**config.mk**
```make
export PLATFORM = sky130hd
export DESIGN_NAME = ignition_dwell_pulse_generator_core
export DESIGN_NICKNAME = d
export VERILOG_FILES = /design/src/ign_pkg.sv /design/src/ign_div.sv /design/src/ign_dp.sv /design/src/ign_ctrl.sv /design/src/ignition_dwell_pulse_generator_core.sv
export SDC_FILE = /design/constraint.sdc
export NUM_CORES = 1
export LEC_CHECK = 0
export BUFFER_PORTS_ARGS = -buffer_cell sky130_fd_sc_hd__buf_2
export CORE_MARGIN = 5
export CORE_UTILIZATION = 55
export CTS_BUF_LIST = sky130_fd_sc_hd__clkbuf_8 sky130_fd_sc_hd__clkbuf_16
export DETAILED_ROUTE_END_ITERATION = 12
export PLACE_DENSITY = 0.77
export RECOVER_POWER = 50
export SLEW_MARGIN = 20
export SYNTH_ARGS = -nofsm -noshare
export SYNTH_HDL_FRONTEND = slang
export SYNTH_HIERARCHICAL = 1
export SYNTH_SLANG_ARGS = --single-unit
```
**constraint.sdc**
```tcl
create_clock -name i_clk -period 6.18 [get_ports i_clk]
set_input_delay 0.927 -clock i_clk [delete_from_list [all_inputs] [get_ports i_clk]]
set_output_delay 0.927 -clock i_clk [all_outputs]
set_load 0.02 [all_outputs]
```
**src/ign_pkg.sv**
```systemverilog
package ign_pkg;

    // Register widths
    localparam int RPM_W    = 14;
    localparam int DWELL_W  = 13;
    localparam int MODE_W   = 2;
    localparam int BURST_W  = 4;
    localparam int DEAD_W   = 11;
    localparam int CNT_W    = 32;
    localparam int PHASE_W  = 19;
    localparam int CFG_IDX_W = 3;

    // Period division: 60e6 / rpm, one quotient bit per step
    localparam int DIV_NUM_W = 26;
    localparam logic [DIV_NUM_W-1:0] DIV_NUM = 26'd60000000;
    localparam int DIV_STEP_W = $clog2(DIV_NUM_W);

    // Clamp limits
    localparam logic [RPM_W-1:0]   RPM_MAX   = 14'd12000;
    localparam logic [RPM_W-1:0]   RPM_MIN   = 14'd200;
    localparam logic [PHASE_W-1:0] PERIOD_MIN = 19'd5000;
    localparam logic [DWELL_W-1:0] DWELL_MAX = 13'd5000;
    localparam logic [DWELL_W-1:0] DWELL_MIN = 13'd200;
    localparam logic [PHASE_W-1:0] DWELL_MARGIN = 19'd500;

    // Register reset values
    localparam logic [RPM_W-1:0]   RST_RPM   = 14'd1000;
    localparam logic [DWELL_W-1:0] RST_DWELL = 13'd2000;
    localparam logic [MODE_W-1:0]  RST_MODE  = 2'd0;
    localparam logic [BURST_W-1:0] RST_BURST = 4'd10;
    localparam logic [DEAD_W-1:0]  RST_DEAD  = 11'd1500;
    localparam logic [DEAD_W-1:0]  SINCE_SAT = '1;

    typedef enum logic [1:0] {
        OP_TICK  = 2'd0,
        OP_START = 2'd1,
        OP_STOP  = 2'd2
    } t_op;

    typedef enum logic [MODE_W-1:0] {
        MODE_CONT    = 2'd0,
        MODE_GROUP   = 2'd1,
        MODE_ONESHOT = 2'd2,
        MODE_RAMP    = 2'd3
    } t_mode;

    typedef enum logic [CFG_IDX_W-1:0] {
        CFG_RPM   = 3'd0,
        CFG_DWELL = 3'd1,
        CFG_MODE  = 3'd2,
        CFG_BURST = 3'd3,
        CFG_DEAD  = 3'd4
    } t_cfg_idx;

    typedef enum logic [1:0] {
        ST_IDLE,
        ST_DIV,
        ST_FIN
    } t_state;

    typedef struct packed {
        logic exec;     // apply a tick, stop or unused opcode and load the result
        logic div_go;   // latch a start item and launch the period division
        logic fin;      // finish a start item and load the result
    } t_cmd;

    typedef struct packed {
        logic out_free;
        logic div_done;
    } t_stat;

endpackage

```
**src/ign_div.sv**
```systemverilog
module ign_div (
    input  logic                       i_clk,
    input  logic                       i_rst_n,
    input  logic                       i_go,
    input  logic [ign_pkg::RPM_W-1:0]  i_divisor,
    output logic [ign_pkg::PHASE_W-1:0] o_quot,
    output logic                       o_done
);
    import ign_pkg::*;

    logic [DIV_NUM_W-1:0]  r_num, n_num;
    logic [DIV_NUM_W-1:0]  r_quo, n_quo;
    logic [RPM_W-1:0]      r_den;
    logic [RPM_W-1:0]      r_rem, n_rem;
    logic [DIV_STEP_W-1:0] r_step, n_step;
    logic                  r_busy, n_busy;
    logic                  r_done, n_done;
    logic [RPM_W:0]        rem_sh;
    logic                  fits;

    // One restoring step per cycle, MSB first
    always_comb begin
        rem_sh = {r_rem, r_num[DIV_NUM_W-1]};
        fits   = rem_sh >= {1'b0, r_den};
        n_num  = r_num;
        n_quo  = r_quo;
        n_rem  = r_rem;
        n_step = r_step;
        n_busy = r_busy;
        n_done = 1'b0;
        if (i_go) begin
            n_num  = DIV_NUM;
            n_quo  = '0;
            n_rem  = '0;
            n_step = '0;
            n_busy = 1'b1;
        end else if (r_busy) begin
            n_num = {r_num[DIV_NUM_W-2:0], 1'b0};
            n_quo = {r_quo[DIV_NUM_W-2:0], fits};
            n_rem = fits ? RPM_W'(rem_sh - {1'b0, r_den}) : rem_sh[RPM_W-1:0];
            if (r_step == DIV_STEP_W'(DIV_NUM_W - 1)) begin
                n_busy = 1'b0;
                n_done = 1'b1;
            end else begin
                n_step = r_step + 1'b1;
            end
        end
    end

    always_ff @(posedge i_clk) begin
        if (!i_rst_n) begin
            r_busy <= 1'b0;
            r_done <= 1'b0;
            r_step <= '0;
        end else begin
            r_busy <= n_busy;
            r_done <= n_done;
            r_step <= n_step;
        end
        r_num <= n_num;
        r_quo <= n_quo;
        r_rem <= n_rem;
        if (i_go) begin
            r_den <= i_divisor;
        end
    end

    assign o_quot = r_quo[PHASE_W-1:0];
    assign o_done = r_done;

endmodule

```
**src/ign_dp.sv**
```systemverilog
module ign_dp (
    input  logic                          i_clk,
    input  logic                          i_rst_n,
    input  ign_pkg::t_cmd                 i_cmd,
    output ign_pkg::t_stat                o_stat,
    input  logic                          i_cfg_valid,
    input  logic [ign_pkg::CFG_IDX_W-1:0] i_cfg_index,
    input  logic [31:0]                   i_cfg_data,
    input  logic [1:0]                    i_opcode,
    input  logic                          i_spark_edge,
    input  logic                          i_out_stall,
    output logic                          o_out_valid,
    output logic                          o_gate_drive,
    output logic                          o_is_running,
    output logic [31:0]                   o_fired_count,
    output logic [31:0]                   o_spark_count,
    output logic [31:0]                   o_missed_count,
    output logic                          o_auto_stopped
);
    import ign_pkg::*;

    // Configuration
    logic [RPM_W-1:0]   r_rpm;
    logic [DWELL_W-1:0] r_dwell;
    logic [MODE_W-1:0]  r_mode;
    logic [BURST_W-1:0] r_burst;
    logic [DEAD_W-1:0]  r_dead;

    // Pulse train state
    logic               r_gate, n_gate;
    logic               r_run, n_run;
    logic [PHASE_W-1:0] r_phase, n_phase;
    logic [DWELL_W-1:0] r_on_tgt, n_on_tgt;
    logic [PHASE_W-1:0] r_off_tgt, n_off_tgt;
    logic [BURST_W-1:0] r_left, n_left;
    logic [CNT_W-1:0]   r_fired, n_fired;
    logic [CNT_W-1:0]   r_spark, n_spark;
    logic [DEAD_W-1:0]  r_since, n_since;
    logic               r_edge_hold;

    // Result register
    logic               r_out_valid;
    logic               r_o_gate, r_o_run, r_o_auto;
    logic [CNT_W-1:0]   r_o_fired, r_o_spark, r_o_missed;
    logic               n_auto;
    logic               edge_in;
    logic               load;

    // Start arithmetic
    logic [RPM_W-1:0]   rpm_c;
    logic [PHASE_W-1:0] quot;
    logic               div_done;
    logic [PHASE_W-1:0] period;
    logic [PHASE_W-1:0] max_dw;
    logic [DWELL_W-1:0] dw_c;
    logic [DWELL_W-1:0] dw;
    logic [BURST_W-1:0] budget;

    always_comb begin
        if (r_rpm > RPM_MAX) begin
            rpm_c = RPM_MAX;
        end else if (r_rpm < RPM_MIN) begin
            rpm_c = RPM_MIN;
        end else begin
            rpm_c = r_rpm;
        end
    end

    ign_div u_div (
        .i_clk     (i_clk),
        .i_rst_n   (i_rst_n),
        .i_go      (i_cmd.div_go),
        .i_divisor (rpm_c),
        .o_quot    (quot),
        .o_done    (div_done)
    );

    always_comb begin
        period = (quot < PERIOD_MIN) ? PERIOD_MIN : quot;
        max_dw = period - DWELL_MARGIN;
        if (r_dwell > DWELL_MAX) begin
            dw_c = DWELL_MAX;
        end else if (r_dwell < DWELL_MIN) begin
            dw_c = DWELL_MIN;
        end else begin
            dw_c = r_dwell;
        end
        dw = ({6'd0, dw_c} > max_dw) ? max_dw[DWELL_W-1:0] : dw_c;
        case (r_mode)
            MODE_ONESHOT: budget = BURST_W'(1);
            MODE_GROUP:   budget = (r_burst == '0) ? BURST_W'(1) : r_burst;
            default:      budget = '0;
        endcase
    end

    always_comb begin
        n_gate    = r_gate;
        n_run     = r_run;
        n_phase   = r_phase;
        n_on_tgt  = r_on_tgt;
        n_off_tgt = r_off_tgt;
        n_left    = r_left;
        n_fired   = r_fired;
        n_spark   = r_spark;
        n_since   = r_since;
        n_auto    = 1'b0;
        edge_in   = 1'b0;
        if (i_cmd.exec) begin
            edge_in = i_spark_edge;
            case (i_opcode)
                OP_TICK: begin
                    if (r_since != SINCE_SAT) begin
                        n_since = r_since + 1'b1;
                    end
                    if (r_run) begin
                        n_phase = r_phase + 1'b1;
                        if (r_gate) begin
                            if (n_phase >= {6'd0, r_on_tgt}) begin
                                n_gate  = 1'b0;
                                n_phase = '0;
                                n_fired = r_fired + 1'b1;
                                if (r_left != '0) begin
                                    n_left = r_left - 1'b1;
                                    if (r_left == BURST_W'(1)) begin
                                        n_run  = 1'b0;
                                        n_auto = 1'b1;
                                    end
                                end
                            end
                        end else if (n_phase >= r_off_tgt) begin
                            n_gate  = 1'b1;
                            n_phase = '0;
                        end
                    end
                end
                OP_STOP: begin
                    n_gate  = 1'b0;
                    n_run   = 1'b0;
                    n_left  = '0;
                    n_phase = '0;
                end
                default: begin
                end
            endcase
        end
        if (i_cmd.fin) begin
            edge_in   = r_edge_hold;
            n_on_tgt  = dw;
            n_off_tgt = period - {6'd0, dw};
            n_fired   = '0;
            n_spark   = '0;
            n_left    = budget;
            n_gate    = 1'b1;
            n_run     = 1'b1;
            n_phase   = '0;
        end
        // Judge the spark edge last, against the advanced elapsed count
        if (edge_in && (n_since >= r_dead)) begin
            n_since = '0;
            n_spark = n_spark + 1'b1;
        end
    end

    assign load = i_cmd.exec | i_cmd.fin;

    always_ff @(posedge i_clk) begin
        if (!i_rst_n) begin
            r_rpm       <= RST_RPM;
            r_dwell     <= RST_DWELL;
            r_mode      <= RST_MODE;
            r_burst     <= RST_BURST;
            r_dead      <= RST_DEAD;
            r_gate      <= 1'b0;
            r_run       <= 1'b0;
            r_phase     <= '0;
            r_on_tgt    <= '0;
            r_off_tgt   <= '0;
            r_left      <= '0;
            r_fired     <= '0;
            r_spark     <= '0;
            r_since     <= SINCE_SAT;
            r_out_valid <= 1'b0;
        end else begin
            if (i_cfg_valid) begin
                unique case (i_cfg_index)
                    CFG_RPM:   r_rpm   <= i_cfg_data[RPM_W-1:0];
                    CFG_DWELL: r_dwell <= i_cfg_data[DWELL_W-1:0];
                    CFG_MODE:  r_mode  <= i_cfg_data[MODE_W-1:0];
                    CFG_BURST: r_burst <= i_cfg_data[BURST_W-1:0];
                    CFG_DEAD:  r_dead  <= i_cfg_data[DEAD_W-1:0];
                    default: begin
                    end
                endcase
            end
            r_gate    <= n_gate;
            r_run     <= n_run;
            r_phase   <= n_phase;
            r_on_tgt  <= n_on_tgt;
            r_off_tgt <= n_off_tgt;
            r_left    <= n_left;
            r_fired   <= n_fired;
            r_spark   <= n_spark;
            r_since   <= n_since;
            if (load) begin
                r_out_valid <= 1'b1;
            end else if (!i_out_stall) begin
                r_out_valid <= 1'b0;
            end
        end
        if (i_cmd.div_go) begin
            r_edge_hold <= i_spark_edge;
        end
        if (load) begin
            r_o_gate   <= n_gate;
            r_o_run    <= n_run;
            r_o_auto   <= n_auto;
            r_o_fired  <= n_fired;
            r_o_spark  <= n_spark;
            r_o_missed <= (n_fired > n_spark) ? n_fired - n_spark : '0;
        end
    end

    assign o_stat.out_free = !r_out_valid || !i_out_stall;
    assign o_stat.div_done = div_done;

    assign o_out_valid    = r_out_valid;
    assign o_gate_drive   = r_o_gate;
    assign o_is_running   = r_o_run;
    assign o_fired_count  = r_o_fired;
    assign o_spark_count  = r_o_spark;
    assign o_missed_count = r_o_missed;
    assign o_auto_stopped = r_o_auto;

endmodule

```
**src/ign_ctrl.sv**
```systemverilog
module ign_ctrl (
    input  logic           i_clk,
    input  logic           i_rst_n,
    input  logic           i_in_valid,
    input  logic [1:0]     i_opcode,
    input  ign_pkg::t_stat i_stat,
    output logic           o_in_stall,
    output ign_pkg::t_cmd  o_cmd
);
    import ign_pkg::*;

    t_state r_state, n_state;

    always_ff @(posedge i_clk) begin
        if (!i_rst_n) begin
            r_state <= ST_IDLE;
        end else begin
            r_state <= n_state;
        end
    end

    always_comb begin
        n_state    = r_state;
        o_cmd      = '0;
        o_in_stall = 1'b1;
        unique case (r_state)
            ST_IDLE: begin
                o_in_stall = !i_stat.out_free;
                if (i_in_valid && i_stat.out_free) begin
                    if (i_opcode == OP_START) begin
                        o_cmd.div_go = 1'b1;
                        n_state      = ST_DIV;
                    end else begin
                        o_cmd.exec = 1'b1;
                    end
                end
            end
            ST_DIV: begin
                if (i_stat.div_done) begin
                    n_state = ST_FIN;
                end
            end
            ST_FIN: begin
                if (i_stat.out_free) begin
                    o_cmd.fin = 1'b1;
                    n_state   = ST_IDLE;
                end
            end
            default: begin
                n_state = ST_IDLE;
            end
        endcase
    end

endmodule

```
**src/ignition_dwell_pulse_generator_core.sv**
```systemverilog
// Channel   Direction  Handshake                 Payload
// input     in         i_in_valid / o_in_stall   i_opcode, i_spark_edge
// result    out        o_out_valid / i_out_stall o_gate_drive, o_is_running,
//                                                o_fired_count, o_spark_count,
//                                                o_missed_count, o_auto_stopped
// config    in         i_cfg_valid / o_cfg_ready i_cfg_index, i_cfg_data
//
// Tick, stop and unused-opcode items go back to back while the result register
// drains. A start item passes through launch, 26 divider steps, a state that sees
// the divider finish, and the finish that loads the result once output is free.
// Reset is synchronous, active low; it restores register defaults and saturates
// the spark elapsed counter, so the first edge always counts. Input stalls while
// the result register is full and stalled or while a start item is in progress.
module ignition_dwell_pulse_generator_core (
    input  logic                          i_clk,
    input  logic                          i_rst_n,
    input  logic                          i_in_valid,
    output logic                          o_in_stall,
    input  logic [1:0]                    i_opcode,
    input  logic                          i_spark_edge,
    output logic                          o_out_valid,
    input  logic                          i_out_stall,
    output logic                          o_gate_drive,
    output logic                          o_is_running,
    output logic [31:0]                   o_fired_count,
    output logic [31:0]                   o_spark_count,
    output logic [31:0]                   o_missed_count,
    output logic                          o_auto_stopped,
    input  logic                          i_cfg_valid,
    output logic                          o_cfg_ready,
    input  logic [ign_pkg::CFG_IDX_W-1:0] i_cfg_index,
    input  logic [31:0]                   i_cfg_data
);
    import ign_pkg::*;

    t_cmd  cmd;
    t_stat stat;

    // Registers are to be written only while idle (the block does not enforce this), so always take the write
    assign o_cfg_ready = 1'b1;

    // Sequence items: ticks, stops and unused opcodes directly, starts through the divider
    ign_ctrl u_ctrl (
        .i_clk      (i_clk),
        .i_rst_n    (i_rst_n),
        .i_in_valid (i_in_valid),
        .i_opcode   (i_opcode),
        .i_stat     (stat),
        .o_in_stall (o_in_stall),
        .o_cmd      (cmd)
    );

    // Hold pulse train state, counters, config and the result register
    ign_dp u_dp (
        .i_clk          (i_clk),
        .i_rst_n        (i_rst_n),
        .i_cmd          (cmd),
        .o_stat         (stat),
        .i_cfg_valid    (i_cfg_valid),
        .i_cfg_index    (i_cfg_index),
        .i_cfg_data     (i_cfg_data),
        .i_opcode       (i_opcode),
        .i_spark_edge   (i_spark_edge),
        .i_out_stall    (i_out_stall),
        .o_out_valid    (o_out_valid),
        .o_gate_drive   (o_gate_drive),
        .o_is_running   (o_is_running),
        .o_fired_count  (o_fired_count),
        .o_spark_count  (o_spark_count),
        .o_missed_count (o_missed_count),
        .o_auto_stopped (o_auto_stopped)
    );

endmodule

```
# Word level (Yosys, flattened, before mapping)

Index checks and enable logic that the tools add are counted.

Bits in registers: 351
Input port bits: 43
Word-level logic and storage cells: 175

Mux-type cells: 68
Eq/ne operators: 23
Bitwise gates (word level): 4
Reductions and logical operators: 28
Order comparisons: 11
Add/sub/neg operators: 10

Operator list:

| kind                  | count |
|---|---|
| $mux 32               | 8 |
| $mux 19               | 5 |
| $add 32x1->32 const B | 2 |
| $mux 11               | 4 |
| $mux 13               | 3 |
| $pmux 19 s2           | 1 |
| $gt 32x32->1          | 1 |
| $sub 32x32->32        | 1 |
| $mux 14               | 2 |
| $mux 4                | 7 |
| $mux 1                | 27 |
| $add 19x1->19 const B | 1 |
| $ge 19x13->1          | 1 |
| $ge 19x19->1          | 1 |
| $gt 13x19->1          | 1 |
| $lt 19x13->1 const B  | 1 |
| $sub 19x13->19        | 1 |
| $sub 19x9->19 const B | 1 |
| $pmux 4 s2            | 2 |
| $ge 15x14->1          | 1 |
| $gt 14x14->1 const B  | 1 |
| $lt 14x8->1 const B   | 1 |
| $sub 14x14->14        | 1 |
| $gt 13x13->1 const B  | 1 |
| 35 further kinds      | 69 |

# Logic depth before layout (Yosys ltp)

Depth after elaboration: 10
Gate-level depth with buffers: 32

# Cells and area by module

The synthesis kept the hierarchy.

Modules (own cells, without submodules):

| module                              | cells each | sequential area each (sq um) | times used | area an instance (sq um) |
|---|---|---|---|---|
| ign_dp                              | 1947       | 6546.3                       | 1          | 17169.0 |
| ign_div                             | 349        | 1581.5                       | 1          | 3447.1 |
| ign_ctrl                            | 14         | 40.0                         | 1          | 132.6 |
| ignition_dwell_pulse_generator_core | 2          | 0.0                          | 1          | 11.3 |

# Least setup slack after synthesis

Ideal clock, no wire load.

Path type: input port to flip-flop
Start: input i_out_stall
End: register u_dp.r_o_missed[10], in the netlist u_dp/o_missed_count[10], data pin
Path buffers: 4
Setup time: 0.266 ns
Data arrival time: 6.497 ns
Stages on the path: 29
Path slack: -0.583 ns
Path through: nand2_1 > nand4bb_1 > a21oi_1 > nand2b_1 > nor2_1 > and4_1 > nand2_1 > nor2_1 > mux2_2 > ha_1 > or4_1 > a21oi_1 > o21a_1 > clkbuf_1 > clkbuf_1 > o21ai_0 > nand2_1 > ha_1 > inv_1 > fa_1 > a21o_1 > a221oi_1 > a211o_1 > a311oi_1 > o22ai_1 > a21o_1 > clkbuf_1 > buf_1 > nor2_1

RTL lines:

| what                   | RTL line                                  | source |
|---|---|---|
| start: declaration     | ignition_dwell_pulse_generator_core.sv:22 | `input logic i_out_stall,` |
| end signal: assignment | ign_dp.sv:219                             | `r_o_missed <= (n_fired > n_spark) ? n_fired - n_spark : '0;` |
| end: declaration       | ign_dp.sv:44                              | `logic [CNT_W-1:0] r_o_fired, r_o_spark, r_o_missed;` |

==> impl_summary.txt <==
----------------------------------------------------
[Logic synthesis]
  Simple-gate share of the synthesized area ... a little over a fifth
  Fraction of the mapped netlist area in adder cells ... 8.00%
  Multiplexer share of the synthesized area ... 6.99%
  Dominant cell by count in the synthesized netlist ... nand2_1
  Number of warnings reported in the yosys synthesis log ... 6
  Cell Area, Synth ... 20800 um2
  Top cell types by occurrence after synthesis ... nand2_1 (241), dfxtp_1 (237), nor2_1 (235), inv_1 (129)
  Top flip-flop cell by instance count after synthesis ... dfxtp_1
  Number of distinct library cells after synthesis ... 88
  Register bit count reported by yosys ... 351
  Proportion of netlist area held by the largest area contributor ... 22.9%
  Main combinational cell family by area after synthesis ... simple AND/OR/NAND/NOR gates
  Part of the Yosys area used for sequential elements ... 39.3%
  Post-synthesis cell count ... 2312
  Net count after synthesis ... around 2500
  Post-synth EDFFs ... 114
  Share of synthesized flip-flops with an asynchronous set or reset ... 0%
  Dominant cells by area after synthesis ... dfxtp_1 (23%), edfxtp_1 (16%), ha_1 (7.7%), mux2i_1 (5.3%), nand2_1 (4.4%)
  Cell taking the most area after synthesis ... dfxtp_1
  Mean instance size in the synthesized netlist ... 8.98 um2
  Synth Area in Compound Gates ... 15.6%
  XOR/XNOR share of the synthesized area ... around 4.6%

[CTS]
  Buffer type at the clock tree root ... clkbuf_16
  Clk buf depth ... 3
  Hold-fix buffers at CTS ... 0
  Clock-pin slew of the registers on the worst-case setup and hold paths ... 0.06 ns
  CTS Buf Count ... 39
  Clock tree from TritonCTS ... built
  CTS sink cnt ... ~350
  Clock Latency Late Sink ... 0.57 ns
  H-tree levels ... 2

[Drt]
  Average wire per cell in the routed design ... 17.5 um
  Antenna violation net count after detailed routing ... 0
  Drt first-iter violations ... 1498
  Post-detailed-route via-to-cell ratio ... 5.79
  Detailed-routing iteration count for the pre-antenna-repair pass ... 6
  Detailed-route wire length ... 55600 um
  Vias after detailed routing ... 18400
  Detailed-route DRC error count ... 0

[Floorplan]
  Initial core utilization ... approximately 55%
  Die Width ... between 200 and 250 um
  Core Box Area ... around 37000 um2
  Number of placement rows ... 71
  Ports ... around 150
  Height of the die ... ~200 um
  Overall die area ... about 42000 um2

[Place]
  Port bufs ... 125
  Total placed cells including tap cells ... 3095
  Placer Congestion ... 0.919
  Placed Instance Area ... 23600 um2
  Final HPWL from detailed placement ... 40400 um

[Power and ir drop]
  Fraction of power consumed by sequential logic ... 41.7%
  Switching power of the nets ... around 1.8 mW
  Clock network fraction of design power ... approximately 37%
  Total chip power ... between 6 and 7 mW
  Pleak ... 10.6 nW
  Relative contribution of combinational cells to total power ... 21.2%
  Peak ir drop on the vdd network ... 0.180 mV
  Cell internal pwr ... around 4.5 mW
  Switch share ... 28.5%
  Power density over the cells ... roughly 250 nW/um2

[Cells and area]
  Number of nets in the final layout ... 2815
  Combined area of the multi-input logic cells ... 12100 um2
  Area added between synthesis and finish ... 22.2%
  Number of standard cells in the layout, taps in and fillers out ... around 3200
  FILL cells ... 2957
  Share of final-layout standard cells stronger than drive strength 1 ... 22.4%
  Combined flip-flop and latch cell area ... 8170 um2
  Post-route standard cell area excluding fillers ... 25400 um2
  Ant diodes ... 0

[Timing]
  Final-report hold violation count ... 0
  Crit share post-route ... 97.0%
  Max-slew headroom at the worst pin ... 27.6%
  Total count of max-transition violations in the final report ... 0
  Highest attainable clock frequency ... ~170 MHz
  Slew at the pin with the worst max-slew slack ... 1.09 ns
  Time the final worst path needs with I/O delays and setup ... 6.00 ns
  Clock Skews ... 0.0328 ns
  Count of endpoints failing setup in the final report ... 0

[Run status]
  Status ... finished, final reports clean

[Critical path]
  Endpoint arrival time on the critical path ... 6.40 ns
  Register-to-Register Path Depth ... 25
  Library cell contributing the largest single delay on the critical path ... or4_4
  Category of the worst setup path launch point ... primary input
  Crit path kind ... primary input to flip-flop
  Reg-to-reg setup timing slack ... 0.26 ns
  Start of the worst register-to-register path ... u_dp/r_phase[0]
  Sort of element at the end of the critical path ... flip-flop
  CP required ... 6.59 ns
  CP max stage delay ... around 0.63 ns
  Capture point of the worst reg-to-reg path ... u_dp/o_missed_count[31]
  Maximum fanout along the worst path ... 5

[GRT]
  First-pass GRT wire length ... 87600 um
  GRT Overall Usage ... 25.5%
  Number of global-route vias before repair ... about 18000
  Remaining Overflow, GRT ... 0
  Initial antenna violation count ... 2
  Largest net degree at the start of global routing ... between 70 and 80

[Worst hold path]
  Cell depth of the worst min-delay path ... 2
  Worst min path class ... flip-flop to flip-flop
  Startpoint of the worst hold path ... u_dp/r_dead[5]
  Hold-critical path endpoint ... u_dp/r_dead[5]

[Job]
  Max Cap Violations ... 0

----------------------------------------------------
==> stage by stage <==
step,worst slack [ns],hold slack (ns),setup TNS [ns],util (%)
after floorplan,0.00224,0.430,0,-
after global placement,-0.487,0.436,-13.66,63.1
after detailed placement,-0.693,0.448,-18.45,63.1
after CTS,0.00155,0.461,0,66.6
after global routing,-0.0652,0.489,-0.270,67.7
final,0.184,0.461,0,67.7
==> placed cells by master (no fill, tap or decap), drive strengths merged, types with 9 or more instances in the layout <==
cell       n
a2111oi   30
a211o      9
a211oi    30
a21o      33
a21oi    132
a22o      17
a31oi      9
and2      36
and3      28
and4      10
buf      385
clkbuf    53
dfxtp    237
edfxtp   114
ha       128
inv      139
mux2      32
mux2i    109
nand2    242
nand2b    24
nand3     77
nand4     41
nor2     235
nor2b     46
nor3      55
nor4      14
o211ai    16
o21a      19
o21ai    102
o21bai     9
or2       13
or3       39
xnor2     78
xor2      30
==> repair_timing <==
action / 4_1_cts / 5_1_grt
pin swaps: 1 / 29
gates cloned: 0 / 3
endpoints found under the setup margin: 30 / 40
resized for setup: 10 / 62
setup buffers: 0 / 13
==> layer usage <==
layer  global-route usage, %  routed length, um  vias up
met3                    3.97               3530      109
met2                    42.4              26300      590
met1                    34.3              24300     8802
met4                    7.92               1420        2
li1                        -                  -     8923
met5                       0                 20        -
==> sequential cells by signal, indices dropped and copies added (netlist names), 2 cells and up <==
signal,cells
u_ctrl/r_state,2
u_dp/o_fired_count,32
u_dp/o_missed_count,32
u_dp/o_spark_count,32
u_dp/r_burst,4
u_dp/r_dead,11
u_dp/r_dwell,13
u_dp/r_fired,32
u_dp/r_left,4
u_dp/r_mode,2
u_dp/r_off_tgt,19
u_dp/r_on_tgt,13
u_dp/r_phase,19
u_dp/r_rpm,14
u_dp/r_since,11
u_dp/r_spark,32
u_dp/u_div/r_den,14
u_dp/u_div/r_num,18
u_dp/u_div/r_quo,19
u_dp/u_div/r_rem,14
u_dp/u_div/r_step,5
==> how the worst max path moves through the flow <==
stage / from / endpoint / slack [ns] / cells past startpoint
global route: i_out_stall / u_dp/o_missed_count[31] / -0.07 / 29
global placement: i_out_stall / u_dp/o_missed_count[31] / -0.49 / 30
finish: i_out_stall / u_dp/o_missed_count[31] / 0.18 / 26
detailed placement: i_out_stall / u_dp/o_missed_count[31] / -0.69 / 27
CTS: u_dp/r_phase[0] / u_dp/o_missed_count[31] / 0.002 / 23
floorplan: i_out_stall / u_dp/o_missed_count[31] / 0.002 / 26
==> power groups by stage <==
stage | logic [mW] | registers (mW) | clock network (mW)
after floorplan | 0.883 | 2.70 | 0
after global placement | 1.21 | 2.67 | 0
after detailed placement | 1.24 | 2.67 | 0
after CTS | 1.25 | 2.63 | 2.38
after global routing | 1.47 | 2.64 | 2.47
final | 1.34 | 2.63 | 2.33
==> worst max-delay path, delay by kind of cell <==
kind            cells  cell delay (ns)
compound gates      8             1.41
fa+ha+maj           2             0.51
buf+inv             2             0.25
mux                 3             0.90
simple gates       11             2.38
==> logic make-up (layout without fill, tap and decap cells) <==
kind of cell	after synthesis	after routing
AOI/OAI and AO/OA	456	457
xor gates and xnor gates	108	108
adders and majority gates	131	131
buffers and inverters	232	588
DFF	351	351
muxes	141	141
other	1	1
and+or+nand+nor	892	892
==> cell type report <==
| cell class | count | area share (%) |
|---|---|---|
| Sequential cell | 351 | 32.2 |
| Multi-Input combinational cell | 1730 | 47.5 |
| Inverter | 131 | 1.95 |
| Clock inverter | 19 | 0.533 |
| Timing Repair Buffer | 388 | 10.7 |
| Tap cell | 511 | 2.52 |
| Clock buffer | 50 | 4.53 |
(Power assumes the default switching activity.)
